$ cat src/hw/rtl/cbt_pkg.sv
// ---------------------------------------------------------------------------
// cbt_pkg
// Shared types, constants and helpers of the color bank table and tint unit.
// ---------------------------------------------------------------------------
package cbt_pkg;

    localparam int BANKS        = 16;
    localparam int IDX_W        = $clog2(BANKS);
    localparam int CNT_W        = IDX_W + 1;
    localparam int SEL_W        = 4;
    localparam int SLOT_W       = 4;
    localparam int CMP_W        = CNT_W + SEL_W;

    localparam logic        ACT_REGISTER = 1'b0;
    localparam logic        ACT_TINT     = 1'b1;

    localparam logic [23:0] WHITE_RGB    = 24'hFF_FFFF;
    localparam logic [15:0] ROUND_BIAS   = 16'd127;
    localparam logic [31:0] ALPHA_OPAQUE = 32'hFF00_0000;

    typedef struct packed {
        logic        action;
        logic [23:0] new_color;
        logic [3:0]  bank_select;
        logic [31:0] base_pixel;
    } req_t;

    typedef struct packed {
        logic [3:0]  slot;
        logic [31:0] tinted_pixel;
        logic        table_full;
    } rsp_t;

    typedef struct packed {
        logic       load;
        logic [7:0] chan;
        logic [7:0] tint;
    } scale_ctrl_t;

    // exact x / 255 for x below 65280
    function automatic logic [7:0] div255(input logic [15:0] x);
        logic [16:0] s;
        s = 17'(x) + 17'(x >> 8) + 17'd1;
        return s[15:8];
    endfunction

endpackage

$ cat src/hw/rtl/cbt_scale_unit.sv
// ---------------------------------------------------------------------------
// cbt_scale_unit
// Shared 8x8 channel multiplier with rounding bias and divide by 255.
// ---------------------------------------------------------------------------
module cbt_scale_unit (
    input  logic                clk,
    input  cbt_pkg::scale_ctrl_t ctrl,
    output logic [7:0]          scaled
);

    logic [15:0] prod_reg;
    logic [15:0] prod_next;

    assign prod_next = 16'(16'(ctrl.chan) * 16'(ctrl.tint)) + cbt_pkg::ROUND_BIAS;

    always_ff @(posedge clk)
    begin
        if (ctrl.load)
        begin
            prod_reg <= prod_next;
        end
    end

    assign scaled = cbt_pkg::div255(prod_reg);

endmodule

$ cat src/hw/rtl/color_bank_table_and_tint_unit.sv
// ---------------------------------------------------------------------------
// color_bank_table_and_tint_unit
// Tint color table with deduplication and a per-pixel tint unit.
// ---------------------------------------------------------------------------
//  channel | direction | handshake            | payload
//  req     | in        | req_valid/req_ready  | cbt_pkg::req_t
//  rsp     | out       | rsp_valid/rsp_ready  | cbt_pkg::rsp_t
//
//  one transaction at a time; req_ready is high only while the sequencer idles
//  register: white goes straight to the result, else the color is compared
//  against each used bank in turn and written to the next free bank when new
//  tint: red, green, blue through the shared channel multiplier, else pass-through
//  a result waits in the output register while rsp_ready is low
//  reset leaves only white at bank 0
// ---------------------------------------------------------------------------
module color_bank_table_and_tint_unit (
    input  logic          clk,
    input  logic          rst_n,
    input  logic          req_valid,
    output logic          req_ready,
    input  cbt_pkg::req_t req,
    output logic          rsp_valid,
    input  logic          rsp_ready,
    output cbt_pkg::rsp_t rsp
);

    localparam logic [1:0] ST_IDLE = 2'd0;
    localparam logic [1:0] ST_SCAN = 2'd1;
    localparam logic [1:0] ST_MUL  = 2'd2;
    localparam logic [1:0] ST_DONE = 2'd3;

    localparam int IDX_W = cbt_pkg::IDX_W;
    localparam int CNT_W = cbt_pkg::CNT_W;
    localparam int CMP_W = cbt_pkg::CMP_W;

    logic [1:0]           state_reg, state_next;
    logic [CNT_W-1:0]     count_reg, count_next;
    logic [CNT_W-1:0]     addr_reg, addr_next;
    logic [1:0]           step_reg, step_next;
    logic [23:0]          color_reg, color_next;
    logic [31:0]          pixel_reg, pixel_next;
    logic [23:0]          rgb_reg, rgb_next;
    cbt_pkg::rsp_t        res_reg, res_next;
    cbt_pkg::rsp_t        rsp_reg, rsp_next;
    logic                 rsp_valid_reg, rsp_valid_next;

    logic [23:0]          bank_mem [cbt_pkg::BANKS];
    logic [23:0]          rd_color_reg;
    logic                 wr_en;

    logic                 accept;
    logic                 sel_used;
    logic                 out_free;
    cbt_pkg::scale_ctrl_t scale_ctrl;
    logic [7:0]           scaled;

    assign accept    = req_valid && req_ready;
    assign req_ready = (state_reg == ST_IDLE);
    assign out_free  = !rsp_valid_reg || rsp_ready;
    assign sel_used  = (req.bank_select != '0)
                       && (CMP_W'(req.bank_select) < CMP_W'(count_reg));

    // channel operands, red first
    always_comb
    begin
        scale_ctrl.load = (state_reg == ST_MUL) && (step_reg != 2'd3);
        case (step_reg)
            2'd0:
            begin
                scale_ctrl.chan = pixel_reg[23:16];
                scale_ctrl.tint = rd_color_reg[23:16];
            end
            2'd1:
            begin
                scale_ctrl.chan = pixel_reg[15:8];
                scale_ctrl.tint = rd_color_reg[15:8];
            end
            default:
            begin
                scale_ctrl.chan = pixel_reg[7:0];
                scale_ctrl.tint = rd_color_reg[7:0];
            end
        endcase
    end

    cbt_scale_unit u_scale (
        .clk    (clk),
        .ctrl   (scale_ctrl),
        .scaled (scaled)
    );

    always_comb
    begin
        state_next     = state_reg;
        count_next     = count_reg;
        addr_next      = addr_reg;
        step_next      = step_reg;
        color_next     = color_reg;
        pixel_next     = pixel_reg;
        rgb_next       = rgb_reg;
        res_next       = res_reg;
        rsp_next       = rsp_reg;
        rsp_valid_next = rsp_valid_reg;
        wr_en          = 1'b0;

        if (rsp_valid_reg && rsp_ready)
        begin
            rsp_valid_next = 1'b0;
        end

        unique case (state_reg)
            ST_IDLE:
            begin
                if (accept)
                begin
                    color_next = req.new_color;
                    pixel_next = req.base_pixel;
                    res_next   = '0;
                    step_next  = '0;
                    if (req.action == cbt_pkg::ACT_REGISTER)
                    begin
                        addr_next = CNT_W'(1);
                        if (req.new_color == cbt_pkg::WHITE_RGB)
                        begin
                            state_next = ST_DONE;
                        end
                        else
                        begin
                            state_next = ST_SCAN;
                        end
                    end
                    else
                    begin
                        addr_next = CNT_W'(req.bank_select);
                        if (sel_used)
                        begin
                            state_next = ST_MUL;
                        end
                        else
                        begin
                            res_next.tinted_pixel = req.base_pixel;
                            state_next            = ST_DONE;
                        end
                    end
                end
            end
            ST_SCAN:
            begin
                if (addr_reg == count_reg)
                begin
                    if (count_reg == CNT_W'(cbt_pkg::BANKS))
                    begin
                        res_next.table_full = 1'b1;
                    end
                    else
                    begin
                        wr_en         = 1'b1;
                        res_next.slot = cbt_pkg::SLOT_W'(count_reg[IDX_W-1:0]);
                        count_next    = count_reg + CNT_W'(1);
                    end
                    state_next = ST_DONE;
                end
                else if (rd_color_reg == color_reg)
                begin
                    res_next.slot = cbt_pkg::SLOT_W'(addr_reg[IDX_W-1:0]);
                    state_next    = ST_DONE;
                end
                else
                begin
                    addr_next = addr_reg + CNT_W'(1);
                end
            end
            ST_MUL:
            begin
                step_next = step_reg + 2'd1;
                if (step_reg != 2'd0)
                begin
                    rgb_next = {rgb_reg[15:0], scaled};
                end
                if (step_reg == 2'd3)
                begin
                    res_next.tinted_pixel = cbt_pkg::ALPHA_OPAQUE | {8'h00, rgb_next};
                    state_next            = ST_DONE;
                end
            end
            ST_DONE:
            begin
                if (out_free)
                begin
                    rsp_next       = res_reg;
                    rsp_valid_next = 1'b1;
                    state_next     = ST_IDLE;
                end
            end
            default:
            begin
                state_next = ST_IDLE;
            end
        endcase
    end

    always_ff @(posedge clk or negedge rst_n)
    begin
        if (!rst_n)
        begin
            state_reg     <= ST_IDLE;
            count_reg     <= CNT_W'(1);
            rsp_valid_reg <= 1'b0;
        end
        else
        begin
            state_reg     <= state_next;
            count_reg     <= count_next;
            rsp_valid_reg <= rsp_valid_next;
        end
    end

    always_ff @(posedge clk)
    begin
        addr_reg  <= addr_next;
        step_reg  <= step_next;
        color_reg <= color_next;
        pixel_reg <= pixel_next;
        rgb_reg   <= rgb_next;
        res_reg   <= res_next;
        rsp_reg   <= rsp_next;
    end

    // read follows the next address so the data lines up with addr_reg
    always_ff @(posedge clk)
    begin
        if (wr_en)
        begin
            bank_mem[count_reg[IDX_W-1:0]] <= color_reg;
        end
        rd_color_reg <= bank_mem[addr_next[IDX_W-1:0]];
    end

    assign rsp_valid = rsp_valid_reg;
    assign rsp       = rsp_reg;

`ifndef SYNTHESIS
    a_count_range: assert property (@(posedge clk) disable iff (!rst_n)
        (count_reg != '0) && (count_reg <= CNT_W'(cbt_pkg::BANKS)))
        else $error("bank count out of range");

    a_full_only_when_full: assert property (@(posedge clk) disable iff (!rst_n)
        rsp_valid && rsp.table_full |-> count_reg == CNT_W'(cbt_pkg::BANKS))
        else $error("table full reported with free entries");

    a_full_result_clear: assert property (@(posedge clk) disable iff (!rst_n)
        rsp_valid && rsp.table_full |-> rsp.slot == '0 && rsp.tinted_pixel == '0)
        else $error("table full result carries data");

    a_mul_bank_used: assert property (@(posedge clk) disable iff (!rst_n)
        state_reg == ST_MUL |-> addr_reg != '0 && addr_reg < count_reg)
        else $error("tint reads an unused bank");

    a_busy_after_accept: assert property (@(posedge clk) disable iff (!rst_n)
        req_valid && req_ready |=> !req_ready)
        else $error("second transaction taken while busy");
`endif

endmodule
$ cat config.mk
export PLATFORM = sky130hd
export DESIGN_NAME = color_bank_table_and_tint_unit
export DESIGN_NICKNAME = d
export VERILOG_FILES = /design/src/hw/rtl/cbt_pkg.sv /design/src/hw/rtl/cbt_scale_unit.sv /design/src/hw/rtl/color_bank_table_and_tint_unit.sv
export SDC_FILE = /design/constraint.sdc
export NUM_CORES = 1
export LEC_CHECK = 0
export ABC_AREA = 0
export BUFFER_PORTS_ARGS = -buffer_cell sky130_fd_sc_hd__buf_2
export CAP_MARGIN = 20
export CORE_UTILIZATION = 38
export DETAILED_ROUTE_END_ITERATION = 8
export GPL_TIMING_DRIVEN = 0
export PLACE_DENSITY = 0.52
export SLEW_MARGIN = 25
export SYNTH_ARGS = -nofsm -noshare
export SYNTH_HDL_FRONTEND = slang
export SYNTH_HIERARCHICAL = 1
export SYNTH_SLANG_ARGS = --single-unit
$ cat constraint.sdc
create_clock -name clk -period 12.6 [get_ports clk]
set_input_delay 0 -clock clk [delete_from_list [all_inputs] [get_ports clk]]
set_output_delay 0 -clock clk [all_outputs]
set_load 0.005 [all_outputs]
## After elaboration in Yosys (flattened, before gate mapping)

Memory sizes are Yosys's and may differ from the RTL's. A register that Yosys moved wholly into a read port is not among the register bits.
Index checks and enable logic that the tools add are counted.
Widths: inputs -> output; s select.

| word-level totals | value |
|---|---|
| memories | 1 |
| output and inout bits | 39 |
| flip-flop bits (word level) | 177 |
| RAM bits | 384 |

Memories:

| memory | depth | bits a word | rd ports | clocked after Yosys merged registers in | write ports | RTL line | source |
|---|---|---|---|---|---|---|---|
| bank_mem | 16 | 24 | 1 | 1 | 1 | color_bank_table_and_tint_unit.sv:47 | `logic [23:0] bank_mem [cbt_pkg::BANKS];` |

| cells by class | value |
|---|---|
| magnitude comparators | 1 |
| eq/ne operators | 19 |
| bitwise logic cells | 1 |
| $mul | 1 |
| reductions and logical operators | 21 |
| $add $sub $neg | 6 |
| multiplexer cells | 38 |

Operators with widths:

| operator | number |
|---|---|
| $mux 32 | 3 |
| $pmux 32 s2 | 1 |
| $mux 37 | 1 |
| $pmux 16 s2 | 1 |
| $eq 24x24->1 | 1 |
| $eq 24x24->1 const B | 1 |
| $mux 24 | 1 |
| $add 16x1->16 const B | 1 |
| $add 16x7->16 const B | 1 |
| $add 16x8->16 | 1 |
| $mul 8x8->16 | 1 |
| $mux 2 | 8 |
| $mux 4 | 4 |
| $reduce_and 4->1 | 4 |
| $mux 5 | 3 |
| $ne 2x2->1 const B | 6 |
| $mux 1 | 11 |
| $add 5x1->5 const B | 2 |
| $pmux 5 s2 | 1 |
| $pmux 2 s4 | 1 |
| $pmux 4 s2 | 1 |
| $eq 2x2->1 const B | 3 |
| $ne 3x3->1 const B | 2 |
| $reduce_and 2->1 | 3 |
| 16 further kinds | 25 |

## Depth between registers and ports, before layout

| logic depth | value |
|---|---|
| word-level depth | 6 |
| depth in mapped cells | 22 |

## Modules after synthesis

The synthesis kept the hierarchy.

By module, submodules not included:

| module | area each (µm²) | cells an instance | instances | seq. area each (µm²) |
|---|---|---|---|---|
| color_bank_table_and_tint_unit | 22,814.4 | 1,460 | 1 | 16,767.3 |
| cbt_scale_unit | 3,024.2 | 317 | 1 | 480.5 |

## Worst setup path before layout

No wires, ideal clock.

| timing | value |
|---|---|
| path type | flip-flop to flip-flop |
| from | reg step_reg[0] |
| to | reg u_scale.prod_reg[13], data pin |
| setup time | 0.262 ns |
| path slack | 7.307 ns |
| arrival time | 5.031 ns |
| clock period less this slack | 5.293 ns |
| path buffers | 2 |
| stages on the path, launching flop included | 20 |
| data required time | 12.338 ns |
| path through | edfxtp_1 ha_1 clkbuf_1 nor2_1 clkbuf_1 nand2_1 nand2_1 and2_1 fa_1 fa_1 fa_1 inv_1 fa_1 inv_1 ha_1 or3_1 a211oi_1 o31a_2 o21ai_1 xor2_1 |

RTL lines:

| what | RTL line | source |
|---|---|---|
| start, declared | color_bank_table_and_tint_unit.sv:39 | `logic [1:0] step_reg, step_next;` |
| start signal, assigned | color_bank_table_and_tint_unit.sv:221 | `step_reg <= step_next;` |
| end signal, assigned | cbt_scale_unit.sv:20 | `prod_reg <= prod_next;` |
| end, declared | cbt_scale_unit.sv:11 | `logic [15:0] prod_reg;` |

==> results.toml <==
[sta]
relSlewSlack_pct = 25.41
worst_slew_pin_slew_ps = 1119
fin_crit_sh_pct = 53.00
setup_viol = 0
fin_crit_ps = 6678
skew_ps = 34.63
rsz0062_at_grt = "no"
finalMaxSlewViolations = 0
setup_tns_ps = 0
hold_violations = 0
fmax_mhz = 149.8

[drt]
avgRoutedWirePerCell_microns = 23.64
drc = 0
dr.max_layer_used = "met5"
drtIter0Drc = 1395
vias_per_cell = 5.403
wl_met2_mm = 32.51
first_pass_iters = 5
wirelength_mm = 69.77
met1_length_mm = 32.28
ant_nets = 0
dr_wl_met3_mm = 3.807
num_vias = 15944

[hold_path]
holdPathStages = 2
min_path_type = "in -> reg"

[layout]
layout_commonest_cell = "edfxtp_1"
syn_to_final_growth_pct = 18.68
layout.nets = 2195
largest_register_ff_count = 384
most-common-layout-cells = "edfxtp_1 (549), inv_1 (178), nand2_1 (145), o21ai_0 (129), buf_2 (123)"
drive_gt1_share_pct = 19.11

[placement]
hpwlAfterDp_mm = 49.82
io_buffers = 103
gp_congestion = 0.8541

[global_routing]
grtUsageTotal_pct = 20.27
grt_first_pass_wirelength_mm = 104.5
antenna_found_initial = 2
grt_max_degree = 46
grt-ovfl-total = 0
grt_pass1_vias = 16096

[yosys]
syn_inst = 1777
syn_avg_cell_area_sq_um = 14.54
synthXorXnorAreaFrac_pct = 1.830
synth_edf_count = 549
synth_mux_area_share_pct = 4.261
synthSimpleGateAreaFrac_pct = 6.281
synth_area_sq_mm = 0.02584
synthArstFlopShare_pct = 1.368
synth.top_cell.area_share_pct = 63.80
yosysWarnings = 6
synth_compound_area_share_pct = 10.39
yosysUniqueCellTypes = 69
synth_adder_area_share_pct = 5.966
yosysSeqAreaShare_pct = 66.75
yosys.area.top_type = "edfxtp_1"
synthTopCellsByArea = "edfxtp_1 (64%), fa_1 (3.3%), mux2_2 (3.1%)"
syn_nets = 1940
synth_top_family_by_area = "compound AO/OA/AOI/OAI gates"
ys_ff_latch = 585
synth_ff_type = "edfxtp_1"

[clocking]
cts.clk_slew.worst_paths_ps = 60
cts-buffers-inserted = 60
cts_sinks = 585
cts_root_buffer = "clkbuf_16"
clock_path_buffers = 3
cts_tree = "yes"
insertion_delay_ps = 630
post_cts.repair.setup_buffers = 0
htreeDepth = 2

[setup_path]
worstPathRequired_ps = 12950
crit_family = "adder cells"
critPathMaxStageDelay_ps = 610
cp-end-kind = "flop"
crit_chain = "inv_1 -> ha_1 -> clkbuf_1 -> clkbuf_1 -> a22oi_1 -> nand2_1 -> and2_1 -> fa_1 -> fa_1 -> fa_1 -> inv_1 -> fa_1 -> inv_1 -> ha_1 -> or3_1 -> a211oi_1 -> o31a_2 -> o21ai_1 -> xor2_1"
cp_max_fo = 10
crit_cells = 19
cp-start-kind = "flop"
crit_arrival_ps = 7030
worst-path-buf-inv = 5
cp_slowest_cell = "clkbuf_1"
crit_path_frequent_cell = "fa_1"
worstSetupPathType = "reg -> reg"
r2r_cells = 19

[die]
dieArea_sq_mm = 0.06904
start_util_pct = 38.41
core_sq_mm = 0.06728
die_h_microns = 262.8
ios = 104
row_count = 95
dieWidth_microns = 262.8

[status]
status = "finished, final reports clean"

[flow_run]
drv_cap = 0
worst register-to-register path: cells and delay by family (launching register included):
kind / cells / cell delay (ps)
DFF: 1 / 440
AOI/OAI and AO/OA: 4 / 830
and+or+nand+nor: 3 / 980
xor gates and xnor gates: 1 / 150
buffers and inverters: 5 / 1390
adders and majority gates: 6 / 2610
routing by layer:
| metal | track usage, % | vias to the layer above |
|---|---|---|
| met3 | 2.446 | 97 |
| li1 | - | 7161 |
| met4 | 4.531 | 2 |
| met5 | 0 | - |
| met1 | 29.47 | 8234 |
| met2 | 32.47 | 450 |
Yosys cell counts (all sizes together) (10+ instances only):
| library cell | count |
|---|---|
| mux2 | 96 |
| fa | 42 |
| o21ai | 132 |
| a22oi | 17 |
| a21oi | 17 |
| xor2 | 33 |
| edfxtp | 549 |
| inv | 178 |
| dfxtp | 28 |
| o31ai | 25 |
| nand2 | 145 |
| xnor2 | 21 |
| nor3b | 27 |
| o32ai | 24 |
| nor2 | 27 |
| and2 | 47 |
| and3 | 28 |
| nand3 | 10 |
| ha | 56 |
| o221ai | 25 |
| a221oi | 72 |
| clkbuf | 42 |
| nand4 | 10 |
| buf | 45 |
what timing repair did:
item                                   CTS  global route
hold buffers                            62             0
endpoints found under the hold margin  101             0
gates resized for setup                  0             0
metrics by stage:
step | std cells | util (%) | setup slack [ps] | cell area, sq um | hold WS, ps
finish | 2951 | 45.58 | 5922 | 30670 | 98.83
global route | 2950 | 45.58 | 5613 | 30660 | 80.43
CTS | 2950 | 45.58 | 5961 | 30660 | 58.35
detailed placement | 2781 | 41.74 | 5997 | 28080 | -129.0
global placement | 2753 | 40.80 | 6017 | 27450 | -126.9
floorplan | 1777 | - | 7307 | 25840 | -295.6
worst paths after layout:
check | start | endpoint | slack (ps)
worst max-delay path | step_reg[0] | u_scale/prod_reg[13] | 5920
worst min-delay path | req[54] | color_reg[18] | 100
worst max register to register | step_reg[0] | u_scale/prod_reg[13] | 5920
worst min register to register | res_reg[3] | rsp[3] | 390
max in group asynchronous | rst_n | count_reg[0] | 11890
min in group asynchronous | rst_n | state_reg[0] | 380
cell type report:
class	count	area, sq um
flip-flops and latches	585	17250
inverters	179	671.9
fillers	6015	36610
well taps	873	1092
clock inverters	37	400.4
clock buffers	70	1559
repair buffers	193	1635
plain buffers	87	495.5
multi-input cells	926	7561
diodes	1	2.502
cells by family after synthesis:
| logic type | after synthesis |
|---|---|
| buffers and inverters | 266 |
| AND/OR/NAND/NOR | 321 |
| flip-flops | 585 |
| adder cells (fa/ha/maj) | 98 |
| AO/OA/AOI/OAI | 355 |
| XOR/XNOR | 54 |
| multiplexers | 98 |
Power is not shown: default switching activity piles up to over one toggle a cycle in this logic, so the estimate is an artifact.
